--- src/sqd_pkg.sv ---
// ----------------------------------------------------------------------------
// sqd_pkg: shared definitions for the surround to quad downmix
// Default widths, mixing coefficients, register map and fill mode codes.
// ----------------------------------------------------------------------------
package sqd_pkg;

    // Default datapath widths
    localparam int SAMPLE_BITS_DEF    = 24;
    localparam int GAIN_FRAC_BITS_DEF = 15;

    // Fixed mixing coefficients, unsigned Q1.15
    localparam int COEF_FRAC   = 15;
    localparam int COEF_CENTER = 23170;
    localparam int COEF_LFE    = 16384;
    localparam int COEF_DUP    = 16423;

    // Number of product terms summed in one lane
    localparam int LANE_TERMS = 3;

    // Register port geometry
    localparam int APB_ADDR_BITS = 4;
    localparam int APB_DATA_BITS = 32;
    localparam int GAIN_REG_BITS = 16;

    // Register indexes (word address bits [3:2])
    localparam logic [1:0] REG_FILL_MODE = 2'd0;
    localparam logic [1:0] REG_BACK_GAIN = 2'd1;
    localparam logic [1:0] REG_SIDE_GAIN = 2'd2;

    // Rear fill mode codes; the unused fourth code behaves as difference fill
    typedef logic [1:0] fill_mode_t;
    localparam fill_mode_t FILL_OFF  = 2'd0;
    localparam fill_mode_t FILL_DUP  = 2'd1;
    localparam fill_mode_t FILL_DIFF = 2'd2;

endpackage

--- src/sqd_regs.sv ---
// ----------------------------------------------------------------------------
// sqd_regs: configuration registers of the downmix
// APB write/read of the rear fill mode and the back and side gains.
// ----------------------------------------------------------------------------
module sqd_regs #(
    parameter int GAIN_FRAC_BITS = sqd_pkg::GAIN_FRAC_BITS_DEF,
    parameter int GRW            = 16
) (
    input  logic                                clk,
    input  logic                                rst_n,
    input  logic                                psel,
    input  logic                                penable,
    input  logic                                pwrite,
    input  logic [sqd_pkg::APB_ADDR_BITS-1:0]   paddr,
    input  logic [sqd_pkg::APB_DATA_BITS-1:0]   pwdata,
    output logic [sqd_pkg::APB_DATA_BITS-1:0]   prdata,
    output logic                                pready,
    output sqd_pkg::fill_mode_t                 rear_fill_mode,
    output logic [GRW-1:0]                      back_gain,
    output logic [GRW-1:0]                      side_gain
);
    import sqd_pkg::*;

    localparam logic [GRW-1:0] GAIN_RESET = GRW'(1) << GAIN_FRAC_BITS;

    fill_mode_t     mode_reg;
    logic [GRW-1:0] back_gain_reg;
    logic [GRW-1:0] side_gain_reg;
    logic           wr_en;
    logic [1:0]     reg_idx;

    assign pready  = 1'b1;
    assign wr_en   = psel & penable & pwrite;
    assign reg_idx = paddr[3:2];

    // Gains take the low sixteen bits of the written word.
    always_ff @(posedge clk or negedge rst_n)
    begin
        if (!rst_n)
        begin
            mode_reg      <= FILL_OFF;
            back_gain_reg <= GAIN_RESET;
            side_gain_reg <= GAIN_RESET;
        end
        else if (wr_en)
        begin
            case (reg_idx)
                REG_FILL_MODE: mode_reg      <= pwdata[1:0];
                REG_BACK_GAIN: back_gain_reg <= GRW'(pwdata[GAIN_REG_BITS-1:0]);
                REG_SIDE_GAIN: side_gain_reg <= GRW'(pwdata[GAIN_REG_BITS-1:0]);
                default:       ;
            endcase
        end
    end

    always_comb
    begin
        case (reg_idx)
            REG_FILL_MODE: prdata = APB_DATA_BITS'(mode_reg);
            REG_BACK_GAIN: prdata = APB_DATA_BITS'(back_gain_reg);
            REG_SIDE_GAIN: prdata = APB_DATA_BITS'(side_gain_reg);
            default:       prdata = '0;
        endcase
    end

    assign rear_fill_mode = mode_reg;
    assign back_gain      = back_gain_reg;
    assign side_gain      = side_gain_reg;

endmodule

--- config.mk ---
export PLATFORM = sky130hd
export DESIGN_NAME = sqd_regs
export DESIGN_NICKNAME = d
export VERILOG_FILES = /design/src/sqd_pkg.sv /design/src/sqd_regs.sv
export SDC_FILE = /design/constraint.sdc
export NUM_CORES = 1
export LEC_CHECK = 0
export ABC_AREA = 1
export ABC_CLOCK_PERIOD_IN_PS = 800
export BUFFER_PORTS_ARGS = -buffer_cell sky130_fd_sc_hd__buf_2
export CAP_MARGIN = 20
export CORE_MARGIN = 4
export CORE_UTILIZATION = 39
export CTS_BUF_LIST = sky130_fd_sc_hd__clkbuf_16
export DETAILED_ROUTE_END_ITERATION = 7
export PLACE_DENSITY = 0.78
export SYNTH_ARGS = -nofsm -noshare
export SYNTH_HDL_FRONTEND = slang
export SYNTH_SLANG_ARGS = --single-unit
--- constraint.sdc ---
create_clock -name clk -period 0.8 [get_ports clk]
set_input_delay 0.16 -clock clk [delete_from_list [all_inputs] [get_ports clk]]
set_output_delay 0.16 -clock clk [all_outputs]
set_load 0.005 [all_outputs]
==> impl_metrics.tcl <==
set metrics [dict create \
    antenna_cells 0 \
    worstPathMaxFanout 3 \
    p_seq_frac 0.413 \
    cts_made_buffers 5 \
    synth_area_um2 1760 \
    synth.distinct_cells 17 \
    criticalPathCategory "reg -> out" \
    setup_slack_ns -0.370 \
    crit_path_end_kind "output port" \
    dr.pass1.iters 4 \
    reg2reg_slack_ns -0.02 \
    antenna_found_initial 0 \
    grt_first_pass_wirelength_um 6810 \
    yosysSeqAreaShare 0.485 \
    setup_viol 51 \
    arrival_ns 1.01 \
    wirelength_um 4810 \
    fp-row-count 24 \
    port_buffers 72 \
    via_count 1700 \
    htree_levels 2 \
    worst_ep_required_time_ns 0.64 \
    grt_pass1_vias 1500 \
    fmax_ghz 0.855 \
    ant_nets 0 \
    cellPowerDensity_nw_per_um2 2250 \
    cts_root_buf "clkbuf_16" \
    cts.sinks 34 \
    slew_violations 0 \
    cts_tree "done" \
    die_y_um 75.2 \
    die-width_um 75.2 \
    ys_ff_latch 34 \
    hp-class "in -> reg" \
    clk_pin_slew_ns 0.05 \
    final_cell_mix "nand2_1 (141), buf_2 (68), dfrtp_1 (32)" \
    filler_cell_count 415 \
    core-area_um2 4350 \
    pre_cts_ws_ns -0.263 \
    finalCriticalPeriod_ns 1.17 \
    insertion_delay_ns 0.26 \
    clockPowerShare 0.306 \
    internal-power_mw 4.11 \
    final_net_count 370 \
    drv_cap 0 \
    p_sw_mw 1.63 \
    startpoint_type "register" \
    synthToLayoutAreaGrowth_pct 44.9 \
    dieArea_um2 5650 \
    switching_share 0.284 \
    hold_viol 0 \
    drc 0 \
    period_share 1.46 \
    violations "negative setup slack" \
    yosysWarnings 0 \
    io_pins 108 \
    avgRoutedWirePerCell_um 12.6 \
    clock_path_buffers 2 \
    grt_max_degree 18 \
    first_iter_violations 43 \
    ir_drop_v 0.00132 \
    synth_cells 227 \
    synth.avg_cell_area_um2 7.76 \
    seqCellArea_um2 853 \
    grt_usage 0.158 \
    hpwl_um 3230 \
    post_route_cells_drive_above_1_share 0.394 \
    gp_congestion 0.740 \
    avgViaCountPerCell 4.45 \
    power_mw 5.74 \
    initial_utilization 0.404 \
    p_comb_frac 0.281 \
    grt-ovfl-total 0 \
    finalClockSkew_ns 0 \
    p_leak_nw 1.57 \
    run_status "finished, violations left" \
    multi_input_area_um2 771 \
    final_common_cell "nand2_1" \
    rsz0062_at_grt "true" \
]
-- synth_stat cells --
cell type	count	area (um^2)
nand2_2	6	37.5
nor2_8	1	20.0
nand2_1	146	548
nand3_2	1	10.0
buf_6	3	33.8
nand2_4	2	22.5
dfstp_2	2	52.6
nor2_1	1	3.75
conb_1	2	7.51
inv_1	2	7.51
buf_8	1	15.0
inv_2	1	3.75
inv_4	2	12.5
nor2_4	2	22.5
dfrtp_1	32	801
nand3_1	4	20.0
buf_4	19	143
-- power by group through the flow --
stage	Combinational, mW	Clock (mW)	Sequential (mW)
global route	1.82	1.88	2.40
finish	1.61	1.76	2.37
CTS	1.36	1.78	2.36
global placement	1.19	0	2.38
detailed placement	1.22	0	2.39
floorplan	0.535	0	2.40
-- area by class of cell --
type	count	share of cell area
clock inverters	3	0.00441
inverters	5	0.0123
clock buffers	5	0.0490
multi-input cells	180	0.302
repair buffers	103	0.272
flip-flops and latches	34	0.334
well taps	52	0.0255
-- path summary, 6_finish.rpt --
path,start,end,cells after the start
hold / removal,pwdata[12],back_gain[12],3
max in group asynchronous,rst_n,back_gain[0],3
min in group asynchronous,rst_n,back_gain[3],2
setup / recovery,back_gain[15],prdata[15],3
hold reg to reg,side_gain[15],side_gain[15],2
setup reg to reg,back_gain[0],back_gain[0],4
-- cell families (layout without fill, tap and decap cells) --
logic type / count (synthesis) / after routing / share of synthesized area
buffers and inverters: 28 / 116 / 0.122
flip-flops: 34 / 34 / 0.485
other: 2 / 17 / 0.00427
AND/OR/NAND/NOR: 163 / 163 / 0.389
-- what timing repair did --
item | 4_1_cts | 5_1_grt
hold buffers | 1 | 0
setup endpoints to repair | 50 | 104
cloned | 0 | 1
pin swaps | 10 | 18
endpoints found under the hold margin | 8 | 0
buffers inserted | 7 | 17
resized for setup | 2 | 20
-- routing by layer --
metal,up-vias,global-route usage,share of wire
li1,847,-,-
met1,777,0.180,0.38
met2,70,0.292,0.52
met3,6,0.0374,0.086
met4,0,0.0466,0.012
met5,-,0,0
-- stage by stage --
step	hold slack [ns]	cells	instance area [um^2]	utilization	setup TNS (ns)
detailed placement	0.0728	353	2160	0.497	-11.57
finish	0.102	382	2550	0.586	-9.86
CTS	0.0983	369	2370	0.545	-9.98
floorplan	-0.136	242	1820	-	0
global placement	0.0695	353	2160	0.497	-10.81
global route	0.107	382	2550	0.586	-11.70
-- critical path, stage by stage (launching register included) --
cell	delay [ns]
dfstp_2	0.54
nand2_1	0.05
nand2_1	0.06
buf_2	0.10
Power figures use the tool's default switching activity.
