--- src/sqd_pkg.sv ---
// ----------------------------------------------------------------------------
// sqd_pkg: shared definitions for the surround to quad downmix
// Default widths, mixing coefficients, register map and fill mode codes.
// ----------------------------------------------------------------------------
package sqd_pkg;

    // Default datapath widths
    localparam int SAMPLE_BITS_DEF    = 24;
    localparam int GAIN_FRAC_BITS_DEF = 15;

    // Fixed mixing coefficients, unsigned Q1.15
    localparam int COEF_FRAC   = 15;
    localparam int COEF_CENTER = 23170;
    localparam int COEF_LFE    = 16384;
    localparam int COEF_DUP    = 16423;

    // Number of product terms summed in one lane
    localparam int LANE_TERMS = 3;

    // Register port geometry
    localparam int APB_ADDR_BITS = 4;
    localparam int APB_DATA_BITS = 32;
    localparam int GAIN_REG_BITS = 16;

    // Register indexes (word address bits [3:2])
    localparam logic [1:0] REG_FILL_MODE = 2'd0;
    localparam logic [1:0] REG_BACK_GAIN = 2'd1;
    localparam logic [1:0] REG_SIDE_GAIN = 2'd2;

    // Rear fill mode codes; the unused fourth code behaves as difference fill
    typedef logic [1:0] fill_mode_t;
    localparam fill_mode_t FILL_OFF  = 2'd0;
    localparam fill_mode_t FILL_DUP  = 2'd1;
    localparam fill_mode_t FILL_DIFF = 2'd2;

endpackage

--- src/sqd_lane.sv ---
// ----------------------------------------------------------------------------
// sqd_lane: one output channel of the downmix
// Registers three signed products, then sums them, rounds half up and
// saturates to the sample range.
// ----------------------------------------------------------------------------
module sqd_lane #(
    parameter int SB    = 24,
    parameter int CW    = 17,
    parameter int SHIFT = 15
) (
    input  logic                  clk,
    input  logic                  load,
    input  logic signed [SB-1:0]  x [sqd_pkg::LANE_TERMS],
    input  logic signed [CW-1:0]  k [sqd_pkg::LANE_TERMS],
    output logic signed [SB-1:0]  y
);
    import sqd_pkg::*;

    localparam int PW = SB + CW;
    localparam int SW = PW + 2;
    localparam logic signed [SW-1:0] HALF   = SW'(1) << (SHIFT - 1);
    localparam logic signed [SW-1:0] SAT_HI = {{(SW-SB+1){1'b0}}, {(SB-1){1'b1}}};
    localparam logic signed [SW-1:0] SAT_LO = {{(SW-SB+1){1'b1}}, {(SB-1){1'b0}}};

    logic signed [PW-1:0] prod_reg [LANE_TERMS];
    logic signed [SW-1:0] sum;
    logic signed [SW-1:0] shifted;

    // Product stage: one multiplier per term, registered.
    always_ff @(posedge clk)
    begin
        if (load)
        begin
            for (int i = 0; i < LANE_TERMS; i++)
            begin
                prod_reg[i] <= PW'(x[i]) * PW'(k[i]);
            end
        end
    end

    always_comb
    begin
        sum = '0;
        for (int i = 0; i < LANE_TERMS; i++)
        begin
            sum = sum + SW'(prod_reg[i]);
        end
        shifted = (sum + HALF) >>> SHIFT;
        if (shifted > SAT_HI)
        begin
            y = SAT_HI[SB-1:0];
        end
        else if (shifted < SAT_LO)
        begin
            y = SAT_LO[SB-1:0];
        end
        else
        begin
            y = shifted[SB-1:0];
        end
    end

endmodule

--- config.mk ---
export PLATFORM = sky130hd
export DESIGN_NAME = sqd_lane
export DESIGN_NICKNAME = d
export VERILOG_FILES = /design/src/sqd_pkg.sv /design/src/sqd_lane.sv
export SDC_FILE = /design/constraint.sdc
export NUM_CORES = 2
export LEC_CHECK = 0
export BUFFER_PORTS_ARGS = -buffer_cell sky130_fd_sc_hd__buf_2
export CAP_MARGIN = 10
export CORE_MARGIN = 2
export CORE_UTILIZATION = 35
export DETAILED_ROUTE_END_ITERATION = 8
export PLACE_DENSITY = 0.49
export SLEW_MARGIN = 20
export SYNTH_ARGS = -nofsm -noshare
export SYNTH_HDL_FRONTEND = slang
export SYNTH_SLANG_ARGS = --single-unit
export TNS_END_PERCENT = 1
--- constraint.sdc ---
create_clock -name clk -period 7.8 [get_ports clk]
set_input_delay 0.78 -clock clk [delete_from_list [all_inputs] [get_ports clk]]
set_output_delay 0.78 -clock clk [all_outputs]
set_load 0.02 [all_outputs]
==> results by stage <==
Synthesis:
- The distinct cell type count of the synthesized netlist is 64.
- The number of nets handed over by synthesis was 6907.
- In the synthesized netlist, the number of instances is 5162.
- The number of flops mapped to enable cells by yosys is 123.
- After synthesis, the share of flip-flops with an asynchronous set or reset is 0%.
- The mean area per synthesized cell is 9.60 um^2.
- Yosys printed 0 warnings.
- In the synthesized netlist the dominant register cell turns out to be sky130_fd_sc_hd__edfxtp_1.
- Of the synthesized area, sequential elements account for 7.45%.
- The flip-flop and latch count after synthesis is 123.
- The area of the mapped netlist is 49500 um^2.

Final layout:
- The register with the most flip-flops in the layout has 123 of them.
- The final layout contains 7009 nets.
- Of the cells placed in the final design, the portion with a size suffix greater than 1 is 5.86%.
- The number of filler instances in the final layout is 14400.
- Cells fill 37.9% of the core in the end.
- The area growth from synthesis to layout is 8.02%.
- The count of cells in the finished layout, fillers not included, comes to 7166.

Critical path:
- The setup path with the least slack is of type in -> reg.
- Along the worst path, the maximum fanout reaches 11.
- The kind of start point of the critical path is an input pin.
- STA puts the critical path data required time at 7.98 ns.
- The data arrival time of the worst path is 7.42 ns.
- Tracing the worst setup path back leads to its startpoint at k[2].
- The worst setup path is captured at a register.

Die:
- The floorplan step set the die height to 380 um.
- The core region is 141000 um^2.
- The initialized floorplan defines 138 standard-cell rows.
- From left edge to right edge, the die measures 380 um.
- The die covers 145000 um^2.
- 149 I/O pins were placed.
- Once the floorplan was initialized, standard cells occupied 35.1% of the core.

STA:
- Headroom to the max-slew limit came out at 31.7%.
- The post-route fraction of the period consumed by the critical path is 92.8%.
- Setup violations remaining at the end of the flow were counted as 0.
- The final max-slew violation count was 0.
- For the pin with the worst max-slew slack, the measured transition is 1.02 ns.
- The sum of negative setup slack is 0 ns.
- Setup repair after global routing left no endpoint under its margin.
- Timing would allow up to 0.138 GHz.
- The final critical path time including I/O delays and setup is 7.24 ns.
- The final hold violation count came to 0.

GRT:
- The number of antenna violations at the first check in global routing is 9.
- The aggregate global routing overflow is 0.
- The number of global-route vias before repair is 37300.
- In the global route stage, overall resource usage came out at 18.6%.
- Entering global routing, the biggest net connects 67 pins.
- The global-route wire length before repair is 212 mm.

Hold path:
- In this run the most critical hold path is launched from load.
- The worst hold path terminates at prod_reg[0][13].
- Along the worst hold path, the cell count comes to 1.
- The min-delay analysis places its worst path in the category in -> reg.

Run status:
- The run finished with clean final reports.

Routing:
- The detail route stage leaves a number of antenna-violating nets equal to 0.
- Detailed routing inserted a total of 33500 vias.
- The via density per instance is 4.68.
- The total routed wirelength is 129 mm.
- The post-route DRC violation count is 0.
- The number of DRC markers after the initial detailed-route iteration is 1709.
- The detail-routed net length per standard cell is 17.9 um.
- The first TritonRoute pass finished after 5 iterations.

Clock tree:
- The TritonCTS clock tree is built.
- The H-tree level count is 4.
- The library cell used as clock root buffer is sky130_fd_sc_hd__clkbuf_16.
- Clock-pin slew was measured on the worst setup and hold paths at 0.06 ns.
- In this run, CTS created clock tree buffers numbering 17.
- The hold buffer count at CTS is 0.
- The tree built by TritonCTS fans out to 123 sinks.
- The number of instances resized during post-cts repair is 0.
- In this run the post-CTS setup repair buffer count came out at 0.
- The maximum buffer depth of the clock tree is 2.

Placed design:
- Once placement completed, the tool counted placed cells totaling 7135.
- Detailed placement ended at an HPWL of 111 mm.
- At the end of routability-driven placement, the weighted congestion stood at 0.831.
- The number of buffer cells added on primary ports is 148.

Flow run:
- The total of max-cap violations is 0.
cell type report:
class	instances	area, um^2	area share, %
Multi-Input combinational cell	3576	40400	75.4
Inverter	1281	4810	8.98
Sequential cell	123	3690	6.90
Tap cell	1890	2360	4.42
Timing Repair Buffer	265	1660	3.10
Clock buffer	17	425	0.795
Clock inverter	13	191	0.358
Antenna cell	1	2.50	0.00468
cell usage after synthesis, drive strengths merged, types with 10 or more instances:
| cell | n | area share [%] |
|---|---|---|
| o21a | 11 | 0.17 |
| and2 | 530 | 6.7 |
| nand2b | 33 | 0.42 |
| clkbuf | 177 | 1.3 |
| inv | 1280 | 9.7 |
| edfxtp | 123 | 7.5 |
| ha | 377 | 9.5 |
| a21o | 103 | 1.6 |
| xor2 | 49 | 0.88 |
| a31oi | 11 | 0.14 |
| nand4 | 11 | 0.14 |
| nor2b | 15 | 0.19 |
| nand3 | 24 | 0.24 |
| nor3 | 15 | 0.15 |
| o21bai | 10 | 0.15 |
| o21ai | 48 | 0.49 |
| xnor2 | 107 | 1.9 |
| nor2 | 108 | 0.82 |
| fa | 1243 | 50 |
| and3 | 14 | 0.18 |
| nand2 | 687 | 5.2 |
| a21oi | 99 | 1.0 |
critical path, stage by stage:
cell and delay, ns:
sky130_fd_sc_hd__buf_2 0.20, sky130_fd_sc_hd__buf_4 0.23, sky130_fd_sc_hd__nand2_1 0.09, sky130_fd_sc_hd__fa_1 0.54, sky130_fd_sc_hd__inv_1 0.05, sky130_fd_sc_hd__fa_1 0.52
sky130_fd_sc_hd__inv_1 0.05, sky130_fd_sc_hd__fa_1 0.51, sky130_fd_sc_hd__inv_1 0.08, sky130_fd_sc_hd__fa_1 0.49, sky130_fd_sc_hd__fa_1 0.50, sky130_fd_sc_hd__inv_1 0.05
sky130_fd_sc_hd__fa_1 0.47, sky130_fd_sc_hd__inv_1 0.04, sky130_fd_sc_hd__ha_1 0.38, sky130_fd_sc_hd__nand2_1 0.14, sky130_fd_sc_hd__nor4_1 0.36, sky130_fd_sc_hd__nand2_1 0.10
sky130_fd_sc_hd__a31oi_1 0.21, sky130_fd_sc_hd__nor2_1 0.11, sky130_fd_sc_hd__nor4_1 0.45, sky130_fd_sc_hd__o221a_2 0.29, sky130_fd_sc_hd__nor4_1 0.05, sky130_fd_sc_hd__nor3_1 0.27
sky130_fd_sc_hd__buf_4 0.17, sky130_fd_sc_hd__a21oi_1 0.06, sky130_fd_sc_hd__o21ai_1 0.15, sky130_fd_sc_hd__xor2_1 0.08
metrics by stage:
step	area, um^2	setup WS (ns)	hold slack (ns)
5_1_grt	53500	0.0923	0.988
6_report	53500	0.561	0.960
4_1_cts	53500	0.549	0.971
3_5_place_dp	52900	0.0980	1.43
3_3_place_gp	52900	0.146	1.42
2_1_floorplan	49500	0.585	0.892
logic make-up (layout without fill, tap and decap cells):
family	after synthesis	count (layout)	share of synthesized area, %
AOI/OAI and AO/OA	335	335	4.48
xor gates and xnor gates	156	156	2.77
adders and majority gates	1620	1620	59.7
buffers and inverters	1463	1576	11.1
DFF	123	123	7.45
muxes	1	1	0.0202
other	0	1	0
and+or+nand+nor	1464	1464	14.4
routing by layer:
metal	vias up	global-route usage, %	routed length [um]
met5	-	0	34
met4	6	2.01	1320
met3	74	1.37	3960
met2	557	31.9	62600
met1	17600	26.6	60700
li1	15300	-	-
worst max-delay path by stage:
stage,end,cells after the start,slack [ns]
final,prod_reg[0][120],28,0.56
after global routing,prod_reg[0][120],28,0.09
after CTS,prod_reg[0][120],28,0.55
after detailed placement,prod_reg[0][120],28,0.1
after global placement,prod_reg[0][120],28,0.15
after floorplan,prod_reg[0][122],27,0.59
cell usage in the layout (no fill, tap or decap), types with 25 or more instances in the layout:
cell type / instances
sky130_fd_sc_hd__xor2_1: 48
sky130_fd_sc_hd__fa_1: 1243
sky130_fd_sc_hd__inv_1: 1280
sky130_fd_sc_hd__xnor2_1: 107
sky130_fd_sc_hd__edfxtp_1: 123
sky130_fd_sc_hd__buf_2: 147
sky130_fd_sc_hd__a21oi_1: 98
sky130_fd_sc_hd__nand2b_1: 33
sky130_fd_sc_hd__nor2_1: 108
sky130_fd_sc_hd__a21o_1: 103
sky130_fd_sc_hd__o21ai_0: 25
sky130_fd_sc_hd__ha_1: 377
sky130_fd_sc_hd__and2_1: 530
sky130_fd_sc_hd__nand2_1: 687
sky130_fd_sc_hd__buf_4: 115
Power is left out: the tool's default activity adds up to more than one toggle a clock period on the data nets, which glitch-free logic cannot reach.
